<file path="config.mk">
export PLATFORM = sky130hd
export DESIGN_NAME = multilevel_feedback_queue_scheduler_flat
export DESIGN_NICKNAME = d
export VERILOG_FILES = /design/src/hw/rtl/mfqs_pkg.sv /design/src/hw/rtl/mfqs_if.sv /design/src/hw/rtl/multilevel_feedback_queue_scheduler.sv /design/src/hw/rtl/mfqs_ram.sv /design/src/hw/rtl/mfqs_cfg_regs.sv /design/src/hw/rtl/mfqs_ctrl.sv /design/src/flat_wrapper.sv
export SDC_FILE = /design/constraint.sdc
export NUM_CORES = 1
export LEC_CHECK = 0
export BUFFER_PORTS_ARGS = -buffer_cell sky130_fd_sc_hd__buf_2
export CAP_MARGIN = 20
export CORE_MARGIN = 2
export CORE_UTILIZATION = 40
export DETAILED_ROUTE_END_ITERATION = 6
export GPL_TIMING_DRIVEN = 0
export PLACE_DENSITY_LB_ADDON = 0.12
export SLEW_MARGIN = 30
export SYNTH_ARGS = -nofsm -noshare
export SYNTH_HDL_FRONTEND = slang
export SYNTH_HIERARCHICAL = 1
export SYNTH_SLANG_ARGS = --single-unit
</file>
<file path="constraint.sdc">
create_clock -name clk -period 4.5 [get_ports clk]
set_input_delay 0.9 -clock clk [delete_from_list [all_inputs] [get_ports clk]]
set_output_delay 0.9 -clock clk [all_outputs]
set_load 0.01 [all_outputs]
</file>
<file path="src/hw/rtl/mfqs_pkg.sv">
// ----------------------------------------------------------------------------
// mfqs_pkg
// Types and constants shared by the feedback queue scheduler files.
// ----------------------------------------------------------------------------
package mfqs_pkg;

    // scheduler event codes
    typedef enum logic [1:0] {
        ACT_READY = 2'd0,
        ACT_TICK  = 2'd1,
        ACT_BLOCK = 2'd2,
        ACT_EXIT  = 2'd3
    } action_t;

    // configuration register indexes
    typedef enum logic [1:0] {
        CFG_LEVELS_IN_USE = 2'd0,
        CFG_QUANTUM_1     = 2'd1,
        CFG_QUANTUM_2     = 2'd2,
        CFG_QUANTUM_3     = 2'd3
    } cfg_index_t;

    localparam int CFG_INDEX_W = 2;
    localparam int CFG_DATA_W  = 16;
    localparam int QUANTUM_W   = 16;
    localparam int LEVELS_W    = 3;

    localparam logic [LEVELS_W-1:0]  LEVELS_RESET   = 3'd4;
    localparam logic [QUANTUM_W-1:0] QUANTUM1_RESET = 16'd2;
    localparam logic [QUANTUM_W-1:0] QUANTUM2_RESET = 16'd4;
    localparam logic [QUANTUM_W-1:0] QUANTUM3_RESET = 16'd8;
    localparam logic [QUANTUM_W-1:0] QUANTUM_LEVEL0 = 16'd1;

    typedef struct packed {
        logic [LEVELS_W-1:0]  levels_in_use;
        logic [QUANTUM_W-1:0] quantum_level1;
        logic [QUANTUM_W-1:0] quantum_level2;
        logic [QUANTUM_W-1:0] quantum_level3;
    } sched_cfg_t;

    typedef enum logic {
        ST_IDLE = 1'b0,
        ST_DATA = 1'b1
    } sched_state_t;

endpackage

</file>
<file path="src/hw/rtl/mfqs_if.sv">
// ----------------------------------------------------------------------------
// mfqs interfaces
// Valid/ready channels for scheduler events, dispatch results and config.
// ----------------------------------------------------------------------------
interface mfqs_in_if #(
    parameter int TASK_BITS = 8
);
    logic                 valid;
    logic                 ready;
    logic [1:0]           action;
    logic [TASK_BITS-1:0] task_id;
    logic [TASK_BITS-1:0] running_task;
    logic                 running_idle;

    modport source (output valid, action, task_id, running_task, running_idle,
                    input ready);
    modport sink (input valid, action, task_id, running_task, running_idle,
                  output ready);
endinterface

interface mfqs_out_if #(
    parameter int TASK_BITS = 8
);
    logic                 valid;
    logic                 ready;
    logic [TASK_BITS-1:0] next_task;
    logic                 next_idle;
    logic                 queue_overflow;

    modport source (output valid, next_task, next_idle, queue_overflow,
                    input ready);
    modport sink (input valid, next_task, next_idle, queue_overflow,
                  output ready);
endinterface

interface mfqs_cfg_if;
    logic                           valid;
    logic                           ready;
    logic [mfqs_pkg::CFG_INDEX_W-1:0] index;
    logic [mfqs_pkg::CFG_DATA_W-1:0]  data;

    modport source (output valid, index, data, input ready);
    modport sink (input valid, index, data, output ready);
endinterface

</file>
<file path="src/hw/rtl/multilevel_feedback_queue_scheduler.sv">
// ----------------------------------------------------------------------------
// multilevel_feedback_queue_scheduler
// Single-CPU multilevel feedback queue scheduler with RAM-backed level FIFOs.
// ----------------------------------------------------------------------------
// A ready event (action 0) is taken in ST_IDLE and writes the task into the
// level-0 FIFO; it gives no result. Tick, block and exit events pass through
// ST_IDLE, which reads the head entry of the first non-empty level from the
// queue RAM (one read port, registered read data) when a task is taken and
// updates the head and count, then ST_DATA, which loads the result register
// and writes a demoted task back through the write port. The block takes no
// new event in ST_DATA, and holds ST_DATA while a previous result is not yet
// taken. All LEVELS*FIFO_DEPTH queue entries live in a single RAM; only
// entries counted as held are ever read, so it needs no clearing after reset.
module multilevel_feedback_queue_scheduler #(
    parameter int LEVELS     = 4,
    parameter int FIFO_DEPTH = 16,
    parameter int TASK_BITS  = 8
) (
    input  logic       clk,
    input  logic       rst_n,
    mfqs_in_if.sink    sched_in,
    mfqs_out_if.source sched_out,
    mfqs_cfg_if.sink   cfg
);
    import mfqs_pkg::*;

    localparam int RAM_DEPTH = LEVELS * FIFO_DEPTH;
    localparam int ADDR_W    = (RAM_DEPTH > 1) ? $clog2(RAM_DEPTH) : 1;

    sched_cfg_t           cfg_values;
    logic                 ram_rd_en;
    logic [ADDR_W-1:0]    ram_rd_addr;
    logic [TASK_BITS-1:0] ram_rd_data;
    logic                 ram_wr_en;
    logic [ADDR_W-1:0]    ram_wr_addr;
    logic [TASK_BITS-1:0] ram_wr_data;

    mfqs_cfg_regs u_cfg_regs (
        .clk        (clk),
        .rst_n      (rst_n),
        .cfg        (cfg),
        .cfg_values (cfg_values)
    );

    mfqs_ctrl #(
        .LEVELS     (LEVELS),
        .FIFO_DEPTH (FIFO_DEPTH),
        .TASK_BITS  (TASK_BITS),
        .ADDR_W     (ADDR_W)
    ) u_ctrl (
        .clk         (clk),
        .rst_n       (rst_n),
        .sched_in    (sched_in),
        .sched_out   (sched_out),
        .cfg_values  (cfg_values),
        .ram_rd_en   (ram_rd_en),
        .ram_rd_addr (ram_rd_addr),
        .ram_rd_data (ram_rd_data),
        .ram_wr_en   (ram_wr_en),
        .ram_wr_addr (ram_wr_addr),
        .ram_wr_data (ram_wr_data)
    );

    mfqs_ram #(
        .WIDTH  (TASK_BITS),
        .DEPTH  (RAM_DEPTH),
        .ADDR_W (ADDR_W)
    ) u_queue_ram (
        .clk     (clk),
        .wr_en   (ram_wr_en),
        .wr_addr (ram_wr_addr),
        .wr_data (ram_wr_data),
        .rd_en   (ram_rd_en),
        .rd_addr (ram_rd_addr),
        .rd_data (ram_rd_data)
    );

endmodule

</file>
<file path="src/hw/rtl/mfqs_ram.sv">
// ----------------------------------------------------------------------------
// mfqs_ram
// Simple dual-port RAM, one write and one read port, registered read data.
// ----------------------------------------------------------------------------
module mfqs_ram #(
    parameter int WIDTH = 8,
    parameter int DEPTH = 64,
    parameter int ADDR_W = (DEPTH > 1) ? $clog2(DEPTH) : 1
) (
    input  logic              clk,
    input  logic              wr_en,
    input  logic [ADDR_W-1:0] wr_addr,
    input  logic [WIDTH-1:0]  wr_data,
    input  logic              rd_en,
    input  logic [ADDR_W-1:0] rd_addr,
    output logic [WIDTH-1:0]  rd_data
);

    logic [WIDTH-1:0] mem [DEPTH];
    logic [WIDTH-1:0] rd_data_reg;

    always_ff @(posedge clk)
    begin
        if (wr_en)
        begin
            mem[wr_addr] <= wr_data;
        end
        if (rd_en)
        begin
            rd_data_reg <= mem[rd_addr];
        end
    end

    assign rd_data = rd_data_reg;

endmodule

</file>
<file path="src/hw/rtl/mfqs_cfg_regs.sv">
// ----------------------------------------------------------------------------
// mfqs_cfg_regs
// Configuration register file: level count and per-level quanta.
// ----------------------------------------------------------------------------
module mfqs_cfg_regs (
    input  logic                 clk,
    input  logic                 rst_n,
    mfqs_cfg_if.sink             cfg,
    output mfqs_pkg::sched_cfg_t cfg_values
);
    import mfqs_pkg::*;

    sched_cfg_t cfg_reg;
    sched_cfg_t cfg_next;

    assign cfg.ready = 1'b1;

    always_comb
    begin
        cfg_next = cfg_reg;
        if (cfg.valid)
        begin
            unique case (cfg_index_t'(cfg.index))
                CFG_LEVELS_IN_USE: cfg_next.levels_in_use  = cfg.data[LEVELS_W-1:0];
                CFG_QUANTUM_1:     cfg_next.quantum_level1 = cfg.data;
                CFG_QUANTUM_2:     cfg_next.quantum_level2 = cfg.data;
                CFG_QUANTUM_3:     cfg_next.quantum_level3 = cfg.data;
            endcase
        end
    end

    always_ff @(posedge clk or negedge rst_n)
    begin
        if (!rst_n)
        begin
            cfg_reg.levels_in_use  <= LEVELS_RESET;
            cfg_reg.quantum_level1 <= QUANTUM1_RESET;
            cfg_reg.quantum_level2 <= QUANTUM2_RESET;
            cfg_reg.quantum_level3 <= QUANTUM3_RESET;
        end
        else
        begin
            cfg_reg <= cfg_next;
        end
    end

    assign cfg_values = cfg_reg;

endmodule

</file>
<file path="src/hw/rtl/mfqs_ctrl.sv">
// ----------------------------------------------------------------------------
// mfqs_ctrl
// Event sequencer: level search, head/count bookkeeping, quantum countdown,
// queue RAM access and the result register.
// ----------------------------------------------------------------------------
module mfqs_ctrl #(
    parameter int LEVELS     = 4,
    parameter int FIFO_DEPTH = 16,
    parameter int TASK_BITS  = 8,
    parameter int ADDR_W     = (LEVELS * FIFO_DEPTH > 1) ? $clog2(LEVELS * FIFO_DEPTH) : 1
) (
    input  logic                 clk,
    input  logic                 rst_n,
    mfqs_in_if.sink              sched_in,
    mfqs_out_if.source           sched_out,
    input  mfqs_pkg::sched_cfg_t cfg_values,
    output logic                 ram_rd_en,
    output logic [ADDR_W-1:0]    ram_rd_addr,
    input  logic [TASK_BITS-1:0] ram_rd_data,
    output logic                 ram_wr_en,
    output logic [ADDR_W-1:0]    ram_wr_addr,
    output logic [TASK_BITS-1:0] ram_wr_data
);
    import mfqs_pkg::*;

    localparam int LVL_W  = (LEVELS > 1) ? $clog2(LEVELS) : 1;
    localparam int HEAD_W = $clog2(FIFO_DEPTH);
    localparam int CNT_W  = $clog2(FIFO_DEPTH + 1);
    localparam int SUM_W  = $clog2(2 * FIFO_DEPTH);

    typedef struct packed {
        logic                 from_ram;
        logic                 do_push;
        logic [LVL_W-1:0]     push_lvl;
        logic [TASK_BITS-1:0] push_task;
        logic [TASK_BITS-1:0] emit_task;
        logic                 emit_idle;
    } event_ctx_t;

    sched_state_t state_reg, state_next;
    event_ctx_t   ctx_reg, ctx_next;

    logic [HEAD_W-1:0]    head_reg [LEVELS];
    logic [HEAD_W-1:0]    head_next [LEVELS];
    logic [CNT_W-1:0]     count_reg [LEVELS];
    logic [CNT_W-1:0]     count_next [LEVELS];
    logic [QUANTUM_W-1:0] ticks_reg, ticks_next;
    logic [LVL_W-1:0]     run_lvl_reg, run_lvl_next;
    logic                 ovf_reg, ovf_next;

    logic                 out_valid_reg, out_valid_next;
    logic [TASK_BITS-1:0] out_task_reg, out_task_next;
    logic                 out_idle_reg, out_idle_next;
    logic                 out_ovf_reg, out_ovf_next;

    logic                 in_accept;
    action_t              act;
    logic                 found;
    logic [LVL_W-1:0]     w_lvl;
    logic [3:0]           act_lvls;
    logic [3:0]           run_plus;
    logic [3:0]           target4;
    logic [LVL_W-1:0]     target_lvl;
    logic [QUANTUM_W-1:0] w_quantum;
    logic [QUANTUM_W-1:0] ticks_dec;
    logic                 take;
    logic                 push_req;
    logic [LVL_W-1:0]     push_lvl;
    logic [TASK_BITS-1:0] push_task;
    logic                 push_full;
    logic                 drop;
    logic                 load;
    logic [SUM_W-1:0]     slot_sum;
    logic [HEAD_W-1:0]    slot;

    assign in_accept      = sched_in.valid && sched_in.ready;
    assign act            = action_t'(sched_in.action);
    assign sched_in.ready = (state_reg == ST_IDLE);

    // first non-empty level, lowest index wins
    always_comb
    begin
        found = 1'b0;
        w_lvl = '0;
        for (int l = LEVELS - 1; l >= 0; l--)
        begin
            if (count_reg[l] != '0)
            begin
                found = 1'b1;
                w_lvl = LVL_W'(l);
            end
        end
    end

    // demotion target, clamped to the active level range
    always_comb
    begin
        act_lvls = {1'b0, cfg_values.levels_in_use};
        if (act_lvls == 4'd0)
        begin
            act_lvls = 4'd1;
        end
        else if (act_lvls > 4'(LEVELS))
        begin
            act_lvls = 4'(LEVELS);
        end
        run_plus   = 4'(run_lvl_reg) + 4'd1;
        target4    = (run_plus < act_lvls) ? run_plus : (act_lvls - 4'd1);
        target_lvl = LVL_W'(target4);
    end

    always_comb
    begin
        case (4'(w_lvl))
            4'd0:    w_quantum = QUANTUM_LEVEL0;
            4'd1:    w_quantum = cfg_values.quantum_level1;
            4'd2:    w_quantum = cfg_values.quantum_level2;
            default: w_quantum = cfg_values.quantum_level3;
        endcase
    end

    assign ticks_dec   = (ticks_reg == '0) ? '0 : (ticks_reg - QUANTUM_W'(1));
    assign ram_rd_addr = ADDR_W'(w_lvl) * ADDR_W'(FIFO_DEPTH) + ADDR_W'(head_reg[w_lvl]);

    always_comb
    begin
        state_next     = state_reg;
        ctx_next       = ctx_reg;
        ticks_next     = ticks_reg;
        run_lvl_next   = run_lvl_reg;
        out_valid_next = out_valid_reg;
        out_task_next  = out_task_reg;
        out_idle_next  = out_idle_reg;
        take           = 1'b0;
        push_req       = 1'b0;
        push_lvl       = '0;
        push_task      = sched_in.task_id;
        load           = 1'b0;

        if (out_valid_reg && sched_out.ready)
        begin
            out_valid_next = 1'b0;
        end

        unique case (state_reg)
            ST_IDLE:
            begin
                if (in_accept)
                begin
                    if (act == ACT_READY)
                    begin
                        push_req = 1'b1;
                    end
                    else
                    begin
                        state_next        = ST_DATA;
                        ctx_next.from_ram = 1'b0;
                        ctx_next.do_push  = 1'b0;
                        ctx_next.push_lvl = target_lvl;
                        ctx_next.push_task = sched_in.running_task;
                        ctx_next.emit_task = '0;
                        ctx_next.emit_idle = 1'b1;
                        unique case (act)
                            ACT_TICK:
                            begin
                                if (!sched_in.running_idle)
                                begin
                                    if (ticks_dec == '0 && found)
                                    begin
                                        take             = 1'b1;
                                        ctx_next.do_push = 1'b1;
                                    end
                                    else
                                    begin
                                        // not expired, or nothing waiting at expiry: count down, stay at zero
                                        ticks_next         = ticks_dec;
                                        ctx_next.emit_task = sched_in.running_task;
                                        ctx_next.emit_idle = 1'b0;
                                    end
                                end
                                else
                                begin
                                    take = found;
                                end
                            end
                            ACT_BLOCK:
                            begin
                                take = found;
                                if (!found && !sched_in.running_idle)
                                begin
                                    ctx_next.emit_task = sched_in.running_task;
                                    ctx_next.emit_idle = 1'b0;
                                end
                            end
                            ACT_EXIT:
                            begin
                                take = found;
                            end
                            ACT_READY:
                            begin
                                take = 1'b0;
                            end
                        endcase
                        if (take)
                        begin
                            ctx_next.from_ram  = 1'b1;
                            ctx_next.emit_idle = 1'b0;
                            ticks_next         = w_quantum;
                            run_lvl_next       = w_lvl;
                        end
                    end
                end
            end
            ST_DATA:
            begin
                if (!out_valid_reg || sched_out.ready)
                begin
                    load           = 1'b1;
                    push_req       = ctx_reg.do_push;
                    push_lvl       = ctx_reg.push_lvl;
                    push_task      = ctx_reg.push_task;
                    out_valid_next = 1'b1;
                    out_task_next  = ctx_reg.from_ram ? ram_rd_data : ctx_reg.emit_task;
                    out_idle_next  = ctx_reg.emit_idle;
                    state_next     = ST_IDLE;
                end
            end
        endcase
    end

    // tail slot of the push level, counts already reflect any pop
    always_comb
    begin
        slot_sum = SUM_W'(head_reg[push_lvl]) + SUM_W'(count_reg[push_lvl]);
        if (slot_sum >= SUM_W'(FIFO_DEPTH))
        begin
            slot_sum = slot_sum - SUM_W'(FIFO_DEPTH);
        end
        slot = slot_sum[HEAD_W-1:0];
    end

    assign push_full   = (count_reg[push_lvl] == CNT_W'(FIFO_DEPTH));
    assign drop        = push_req && push_full;
    assign ram_wr_en   = push_req && !push_full;
    assign ram_wr_addr = ADDR_W'(push_lvl) * ADDR_W'(FIFO_DEPTH) + ADDR_W'(slot);
    assign ram_wr_data = push_task;
    assign ram_rd_en   = take;

    always_comb
    begin
        head_next    = head_reg;
        count_next   = count_reg;
        ovf_next     = ovf_reg;
        out_ovf_next = out_ovf_reg;
        if (take)
        begin
            head_next[w_lvl]  = (head_reg[w_lvl] == HEAD_W'(FIFO_DEPTH - 1)) ?
                                '0 : (head_reg[w_lvl] + HEAD_W'(1));
            count_next[w_lvl] = count_reg[w_lvl] - CNT_W'(1);
        end
        if (ram_wr_en)
        begin
            count_next[push_lvl] = count_reg[push_lvl] + CNT_W'(1);
        end
        if (load)
        begin
            out_ovf_next = ovf_reg || drop;
            ovf_next     = 1'b0;
        end
        else if (drop)
        begin
            ovf_next = 1'b1;
        end
    end

    always_ff @(posedge clk or negedge rst_n)
    begin
        if (!rst_n)
        begin
            state_reg     <= ST_IDLE;
            ticks_reg     <= '0;
            run_lvl_reg   <= '0;
            ovf_reg       <= 1'b0;
            out_valid_reg <= 1'b0;
            for (int l = 0; l < LEVELS; l++)
            begin
                head_reg[l]  <= '0;
                count_reg[l] <= '0;
            end
        end
        else
        begin
            state_reg     <= state_next;
            ticks_reg     <= ticks_next;
            run_lvl_reg   <= run_lvl_next;
            ovf_reg       <= ovf_next;
            out_valid_reg <= out_valid_next;
            head_reg      <= head_next;
            count_reg     <= count_next;
        end
    end

    always_ff @(posedge clk)
    begin
        ctx_reg      <= ctx_next;
        out_task_reg <= out_task_next;
        out_idle_reg <= out_idle_next;
        out_ovf_reg  <= out_ovf_next;
    end

    assign sched_out.valid          = out_valid_reg;
    assign sched_out.next_task      = out_task_reg;
    assign sched_out.next_idle      = out_idle_reg;
    assign sched_out.queue_overflow = out_ovf_reg;

endmodule

</file>
<file path="src/flat_wrapper.sv">
// flat-port wrapper written by rule: the top's interface ports become plain ports
module multilevel_feedback_queue_scheduler_flat import mfqs_pkg::*;
#(
    parameter int LEVELS     = 4,
    parameter int FIFO_DEPTH = 16,
    parameter int TASK_BITS  = 8
)
  (clk, rst_n, sched_in_valid, sched_in_action, sched_in_task_id, sched_in_running_task, sched_in_running_idle, sched_in_ready, sched_out_valid, sched_out_next_task, sched_out_next_idle, sched_out_queue_overflow, sched_out_ready, cfg_valid, cfg_index, cfg_data, cfg_ready);
  mfqs_in_if #(.TASK_BITS(TASK_BITS)) sched_in_i ();
  mfqs_out_if #(.TASK_BITS(TASK_BITS)) sched_out_i ();
  mfqs_cfg_if cfg_i ();
  input  logic clk;
  input  logic rst_n;
  input wire logic [$bits(sched_in_i.valid)-1:0] sched_in_valid;
  input wire logic [$bits(sched_in_i.action)-1:0] sched_in_action;
  input wire logic [$bits(sched_in_i.task_id)-1:0] sched_in_task_id;
  input wire logic [$bits(sched_in_i.running_task)-1:0] sched_in_running_task;
  input wire logic [$bits(sched_in_i.running_idle)-1:0] sched_in_running_idle;
  output wire logic [$bits(sched_in_i.ready)-1:0] sched_in_ready;
  output wire logic [$bits(sched_out_i.valid)-1:0] sched_out_valid;
  output wire logic [$bits(sched_out_i.next_task)-1:0] sched_out_next_task;
  output wire logic [$bits(sched_out_i.next_idle)-1:0] sched_out_next_idle;
  output wire logic [$bits(sched_out_i.queue_overflow)-1:0] sched_out_queue_overflow;
  input wire logic [$bits(sched_out_i.ready)-1:0] sched_out_ready;
  input wire logic [$bits(cfg_i.valid)-1:0] cfg_valid;
  input wire logic [$bits(cfg_i.index)-1:0] cfg_index;
  input wire logic [$bits(cfg_i.data)-1:0] cfg_data;
  output wire logic [$bits(cfg_i.ready)-1:0] cfg_ready;
  assign sched_in_i.valid = sched_in_valid;
  assign sched_in_i.action = sched_in_action;
  assign sched_in_i.task_id = sched_in_task_id;
  assign sched_in_i.running_task = sched_in_running_task;
  assign sched_in_i.running_idle = sched_in_running_idle;
  assign sched_in_ready = sched_in_i.ready;
  assign sched_out_valid = sched_out_i.valid;
  assign sched_out_next_task = sched_out_i.next_task;
  assign sched_out_next_idle = sched_out_i.next_idle;
  assign sched_out_queue_overflow = sched_out_i.queue_overflow;
  assign sched_out_i.ready = sched_out_ready;
  assign cfg_i.valid = cfg_valid;
  assign cfg_i.index = cfg_index;
  assign cfg_i.data = cfg_data;
  assign cfg_ready = cfg_i.ready;
  multilevel_feedback_queue_scheduler #(.LEVELS(LEVELS), .FIFO_DEPTH(FIFO_DEPTH), .TASK_BITS(TASK_BITS)) u_core (.clk(clk), .rst_n(rst_n), .sched_in(sched_in_i), .sched_out(sched_out_i), .cfg(cfg_i));
endmodule
</file>
[Yosys cells after proc, flatten, opt, wreduce, memory -nomap -nowiden]
Memory sizes are Yosys's and may differ from the RTL's. A register that Yosys moved wholly into a read port is not among the register bits.
Index checks and enable logic that the tools add are counted.
Word-level totals
  register bits: 139
  memory bits (writable): 512
  input port bits: 42
  logic and storage cells: 175
  memories kept: 1
Memories
  u_core.u_queue_ram.mem: words 64, bits a word 8, rd ports 1, clocked after Yosys merged registers in 1, wr ports 1, line mfqs_ram.sv:19  | logic [WIDTH-1:0] mem [DEPTH];
Cells by class
  add/sub/neg operators: 10
  magnitude comparators: 7
  equal/unequal tests: 12
  multiplexer cells: 78
  bitwise gates (word level): 5
  reductions and logical operators: 36
Operators by type and width (count)
  16-bit 2-to-1 mux: 5
  16-bit one-hot mux with 3 select lines: 1
  20-bit bitwise mux: 2
  20-bit 2-to-1 mux: 2
  16-bit logical NOT: 2
  5-bit 2-to-1 mux: 6
  1-bit 2-to-1 mux: 28
  4-bit 2-to-1 mux: 7
  9-bit 2-to-1 mux: 3
  8-bit 2-to-1 mux: 3
  5-bit binary-select mux with 2-bit select: 2
  5-bit demux with 2-bit select: 2
  5-bit nonzero test: 4
  9-bit one-hot mux with 2 select lines: 1
  4-bit binary-select mux with 2-bit select: 2
  16-bit bitwise mux: 1
  16-bit by 1-bit subtractor with 16-bit output (second input constant): 1
  2-bit 2-to-1 mux: 7
  6-bit by 4-bit adder with 6-bit output: 2
  2-bit equality test (second input constant): 5
  2-bit AND reduction: 5
  4-bit demux with 2-bit select: 1
  1-bit logical AND: 8
  2-bit by 1-bit equality test with 1-bit output (second input constant): 3
  other kinds (28): 45

[Longest topological paths before layout]
  depth in word-level cells: 18
  depth in mapped cells: 17

[By module]
Netlist, hierarchy kept.
By module, submodules not included
  mfqs_ram: instances 1, cells each 940, area each 20246.9 um^2, seq. area each 15615.0 um^2
  mfqs_ctrl: instances 1, cells each 629, area each 5806.8 um^2, seq. area each 2357.3 um^2
  mfqs_cfg_regs: instances 1, cells each 111, area each 2083.2 um^2, seq. area each 1281.2 um^2

[Worst setup path after synthesis]
Ideal clock, no wire load.
  path kind: input to register
  from: input port sched_out_ready
  to: memory u_core.u_queue_ram.mem[48][0] (enable)
  library setup time: 0.383 ns
  arrival time: 4.142 ns
  data required time: 4.117 ns
  slack: -0.026 ns
  stages: 14
  path buffers: 3
  path through: nand2b_1 > clkbuf_1 > nand2_1 > clkinv_1 > clkbuf_1 > a21oi_1 > ha_1 > a21oi_1 > xor2_1 > xnor2_1 > clkbuf_1 > nor2b_1 > nand4b_1 > nor3_1
Between the ends
  elaborated cells between the ends (all ways): 22
  those cells by class: add/sub: 3; order compare: 1; eq/ne: 1; mux: 13; bitwise: 1; reduce/logical: 3
RTL lines
  start, declared: line flat_wrapper.sv:24  | input wire logic [$bits(sched_out_i.ready)-1:0] sched_out_ready;
  1-bit logical OR *: line mfqs_ctrl.sv:216  | if (!out_valid_reg || sched_out.ready)
  2-bit 2-to-1 mux *: line mfqs_ctrl.sv:216
  2-bit 2-to-1 mux *: line mfqs_ctrl.sv:145  | unique case (state_reg)
  2-bit NOT with 3-bit output (not written as such) *: line mfqs_ctrl.sv:234  | slot_sum = SUM_W'(head_reg[push_lvl]) + SUM_W'(count_reg[push_lvl]);
  4-bit binary-select mux with 2-bit select / 5-bit binary-select mux with 2-bit select (equally long branches): line mfqs_ctrl.sv:234
  4-bit 2-to-1 mux (not written as such) / 5-bit 2-to-1 mux (equally long branches) (2 in series): line mfqs_ctrl.sv:234
  4-bit by 5-bit adder with 5-bit output *: line mfqs_ctrl.sv:234
  4-bit by 1-bit subtractor with 4-bit output / 5-bit >= comparator (equally long branches): line mfqs_ctrl.sv:237, mfqs_ctrl.sv:235
  4-bit 2-to-1 mux *: line mfqs_ctrl.sv:235  | if (slot_sum >= SUM_W'(FIFO_DEPTH))
  6-bit by 4-bit adder with 6-bit output *: line mfqs_ctrl.sv:245  | assign ram_wr_addr = ADDR_W'(push_lvl) * ADDR_W'(FIFO_DEPTH) + ADDR_W'(slot);
  net u_core.ram_wr_addr[3]: line multilevel_feedback_queue_scheduler.sv:35  | logic [ADDR_W-1:0] ram_wr_addr;
  end, declared: line mfqs_ram.sv:19
Mark *: on every way through the listed nets, which the timed path passes. The rest lies on a longest branch. The select of a mux whose other input is x is not followed.

[Worst setup path in the final report]
  from: register u_core/u_ctrl/count_reg[11] (netlist bit)
  to: register u_core.u_queue_ram.rd_data_reg[2] (netlist: u_core/u_queue_ram/rd_data[2]), read port of u_core.u_queue_ram.mem (data pin)
Between the ends
  elaborated cells between the ends (all ways): 20
  those cells by class: add/sub: 1; mux: 16; bitwise: 1; reduce/logical: 2
RTL lines
  start, declared: line mfqs_ctrl.sv:45  | logic [CNT_W-1:0] count_reg [LEVELS];
  start signal, assigned: line mfqs_ctrl.sv:299  | count_reg <= count_next;
  5-bit nonzero test: line mfqs_ctrl.sv:87  | if (count_reg[l] != '0)
  2-bit 2-to-1 mux (2 in series): line mfqs_ctrl.sv:87
  2-bit NOT with 3-bit output (not written as such): line mfqs_ctrl.sv:123  | assign ram_rd_addr = ADDR_W'(w_lvl) * ADDR_W'(FIFO_DEPTH) + ADDR_W'(head_reg[w_lvl]);
  4-bit binary-select mux with 2-bit select: line mfqs_ctrl.sv:123
  4-bit 2-to-1 mux (not written as such) (2 in series): line mfqs_ctrl.sv:123
  6-bit by 4-bit adder with 6-bit output: line mfqs_ctrl.sv:123
  net u_core.ram_rd_addr[0]: line multilevel_feedback_queue_scheduler.sv:32  | logic [ADDR_W-1:0] ram_rd_addr;
  end, declared: line mfqs_ram.sv:20  | logic [WIDTH-1:0] rd_data_reg;
The timed path passes the listed nets, and every way through them passes these cells. The select of a mux whose other input is x is not followed.
A chain may end at the register's enable or synchronous reset.

==> metrics <==
status finished clean; top_reg_cell synth edfxtp_1; Mapped Area 28100 um^2; first drt pass iteration count 6; Pwr Total 24.1 mW; CP Class reg -> reg; post-synthesis adder-cell area fraction 0.738%; TritonCTS clock tree done; worst-path fanout max 10; Final setup violation count 0; multiplexer share of the synthesized area 15.7%; Worst Setup End Kind register; number of synthesized flops with an enable pin 551; vias in the first global route 16400; post-synth cell types 89; Core Area 69800 um^2; max reg flops 512; pwr dens 712 nW/um^2; fin. max-slew vios 0; initial antenna violation count 5; DRT Wirelength 77.5 mm; Skew-Pair Late Insertion Delay 0.62 ns; fillers 5919; vias post-DR 16600; complex-gate fraction of the synthesized area 6.29%; die height 269 um; Seq/Total Area, Yosys 68.4%; highest routed layer met4; fin worst setup slack 0.0955 ns; Worst Skew 0.0253 ns; via density per instance 5.80; flops & latches, synth 659; layout cells sized above 1 34.2%; largest family of logic cells by synthesized area multiplexers; CP delay by family, top simple AND/OR/NAND/NOR gates; Worst Tran Pin Value 1.14 ns; fin util 48.6%; crit-path cells or4_1 > or2_2 > nand2_2 > o22ai_1 > nor3_4 > buf_4 > buf_6 > buf_8 > mux4_2 > mux2_2 > o22ai_2 > nand2_1 > o2bb2ai_1; crit start category register; Hold Violations, Final 0; largest net degree at the start of global routing 70; Max rail drop VDD 0.000376 V; CTS Hold Buffers Added 0; Starting Density 40.3%; Arr. time, crit path 4.71 ns; max incr delay on CP 0.55 ns; root buf cell clkbuf_16; grt total ovfl 0; clk slew on worst S/H paths 0.07 ns; H-tree levels 3; 1st-iter DRT viols 1696; fin crit period 4.40 ns; Hold Crit Class in -> async; CTS Buf Count 73; Syn. warnings 6; Clock Path Buffers 3; Synth Instances 1680; Row Count 97; Max Clk Rate 227 MHz; antenna-violating nets left 0; Post-Syn Area per Cell 16.7 um^2; die area 72500 um^2; slowest stage cell, crit path or4_1; Synth-to-Final Area Change 20.5%; wl on met1 35.9 mm; Final #Nets 1912; first-pass GRT wire length 114 mm; Overall Global Routing Usage 21.4%; Sink Count 659; DR WL/cell 27.1 um; GPL Wtd Cong 0.893; MaxCap Viol Count 0; asr flop ratio synth 16.4%; drc violations 0; Slew HR 24.3%; met3 WL 5.06 mm; number of port buffers 53; syn_nets 1738; Worst Path Required 4.81 ns; num ports 55; Post-Synth XOR/XNOR Area 0.342%; die width 269 um; met2 routed WL 35.0 mm; P_leak 11.6 nW; Place WS -1.68 ns; WP buf/inv 3; placed wire-length estimate 51.5 mm; simple-gate share of the synthesized area 6.28%; Final period util 97.9%
[report_power, final]
part	switching (mW)	total [mW]	internal [mW]	leakage (nW)
sequential	0.369	7.70	7.33	6.31
combinational	6.34	10.5	4.15	4.09
clock	2.46	5.95	3.49	1.16
total	9.17	24.1	15.0	11.6
[worst reg2reg max path, cell delays in order (launching register included)]
cell	delay, ns
dfrtp_1	0.43
or4_1	0.55
or2_2	0.40
nand2_2	0.16
o22ai_1	0.13
nor3_4	0.36
buf_4	0.18
buf_6	0.19
buf_8	0.23
mux4_2	0.55
mux2_2	0.31
o22ai_2	0.27
nand2_1	0.10
o2bb2ai_1	0.23
[layer usage]
metal	global-route usage, %	vias up
met5	0	-
met4	5.67	0
met3	3.52	108
met2	32.0	620
met1	32.4	8753
li1	-	7083
[cells by family (layout without fill, tap and decap cells)]
group / Yosys count / count (layout)
DFF: 659 / 659
and+or+nand+nor: 364 / 364
muxes: 260 / 260
AOI/OAI and AO/OA: 250 / 250
buffers and inverters: 119 / 351
adders and majority gates: 16 / 16
xor gates and xnor gates: 11 / 11
other: 1 / 3
[layout make-up]
class	count	area [um^2]	area share [%]
flip-flops and latches	659	19300	56.8
inverters	24	98.8	0.292
clock inverters	38	390	1.15
plain buffers	84	622	1.83
diodes	2	5.00	0.0148
clock buffers	95	1990	5.88
well taps	940	1180	3.47
multi-input cells	902	9210	27.2
repair buffers	110	1150	3.38
[metrics by stage]
stage | TNS [ns] | hold WS, ns | instance area (um^2) | instances
2_1_floorplan | 0 | 0.400 | 28100 | 1680
3_5_place_dp | -748.59 | 0.417 | 29900 | 2684
4_1_cts | -4.90 | 0.167 | 33600 | 2846
6_report | 0 | 0.165 | 33900 | 2854
3_3_place_gp | -1216.25 | 0.403 | 29600 | 2673
5_1_grt | -0.235 | 0.177 | 33900 | 2854
[path summary, 6_finish.rpt]
path                                                  start                           endpoint  slack (ns)  cells after the start
worst max-delay path            u_core/u_ctrl/count_reg[11]      u_core/u_queue_ram/rd_data[2]         0.1                     13
worst min-delay path                                  rst_n              u_core/u_ctrl/ovf_reg        0.17                      1
worst max register to register  u_core/u_ctrl/count_reg[11]      u_core/u_queue_ram/rd_data[2]         0.1                     13
worst min register to register     u_core/u_ctrl/ctx_reg[0]  u_core/u_ctrl/sched_out.next_idle        0.42                      0
max in group asynchronous                             rst_n    u_core/u_cfg_regs/cfg_values[3]        3.63                      2
min in group clk                   u_core/u_ctrl/ctx_reg[0]  u_core/u_ctrl/sched_out.next_idle        0.42                      0
[synthesized netlist by cell type (all sizes together), types with 13 or more instances]
cell type / instances / area share (%)
nor2b: 17 / 0.38
o221ai: 17 / 0.53
buf: 49 / 1.3
a31oi: 17 / 0.38
clkbuf: 46 / 0.62
a21oi: 40 / 0.72
mux4: 126 / 10
nand2b: 13 / 0.29
inv: 22 / 0.29
nand2: 87 / 1.2
dfrtp: 104 / 9.2
a22oi: 14 / 0.37
o21ai: 43 / 0.78
edfxtp: 551 / 59
mux2: 89 / 4.0
nor2: 140 / 1.9
nor3: 21 / 0.39
o22ai: 21 / 0.47
nand3: 21 / 0.42
mux2i: 45 / 1.6
ha: 15 / 0.67
[timing repair]
| item | in CTS | in global routing |
|---|---|---|
| pin swaps | 23 | 9 |
| hold endpoints to repair | 0 | 0 |
| gates resized for setup | 221 | 37 |
| setup endpoints to repair | 520 | 520 |
| buffers inserted | 36 | 10 |
[placed cells by master, fill, tap and decap left out, drive strengths merged, types with 21 or more instances in the layout]
master and n:
nor2 140, o21ai 43, a21oi 40, o22ai 21, mux4 126, mux2 89, clkinv 29, clkbuf 133
inv 24, edfxtp 551, nand2 87, mux2i 45, nor3 21, dfrtp 104, buf 155, nand3 21
No activity file was read; power rests on OpenSTA's default activity.
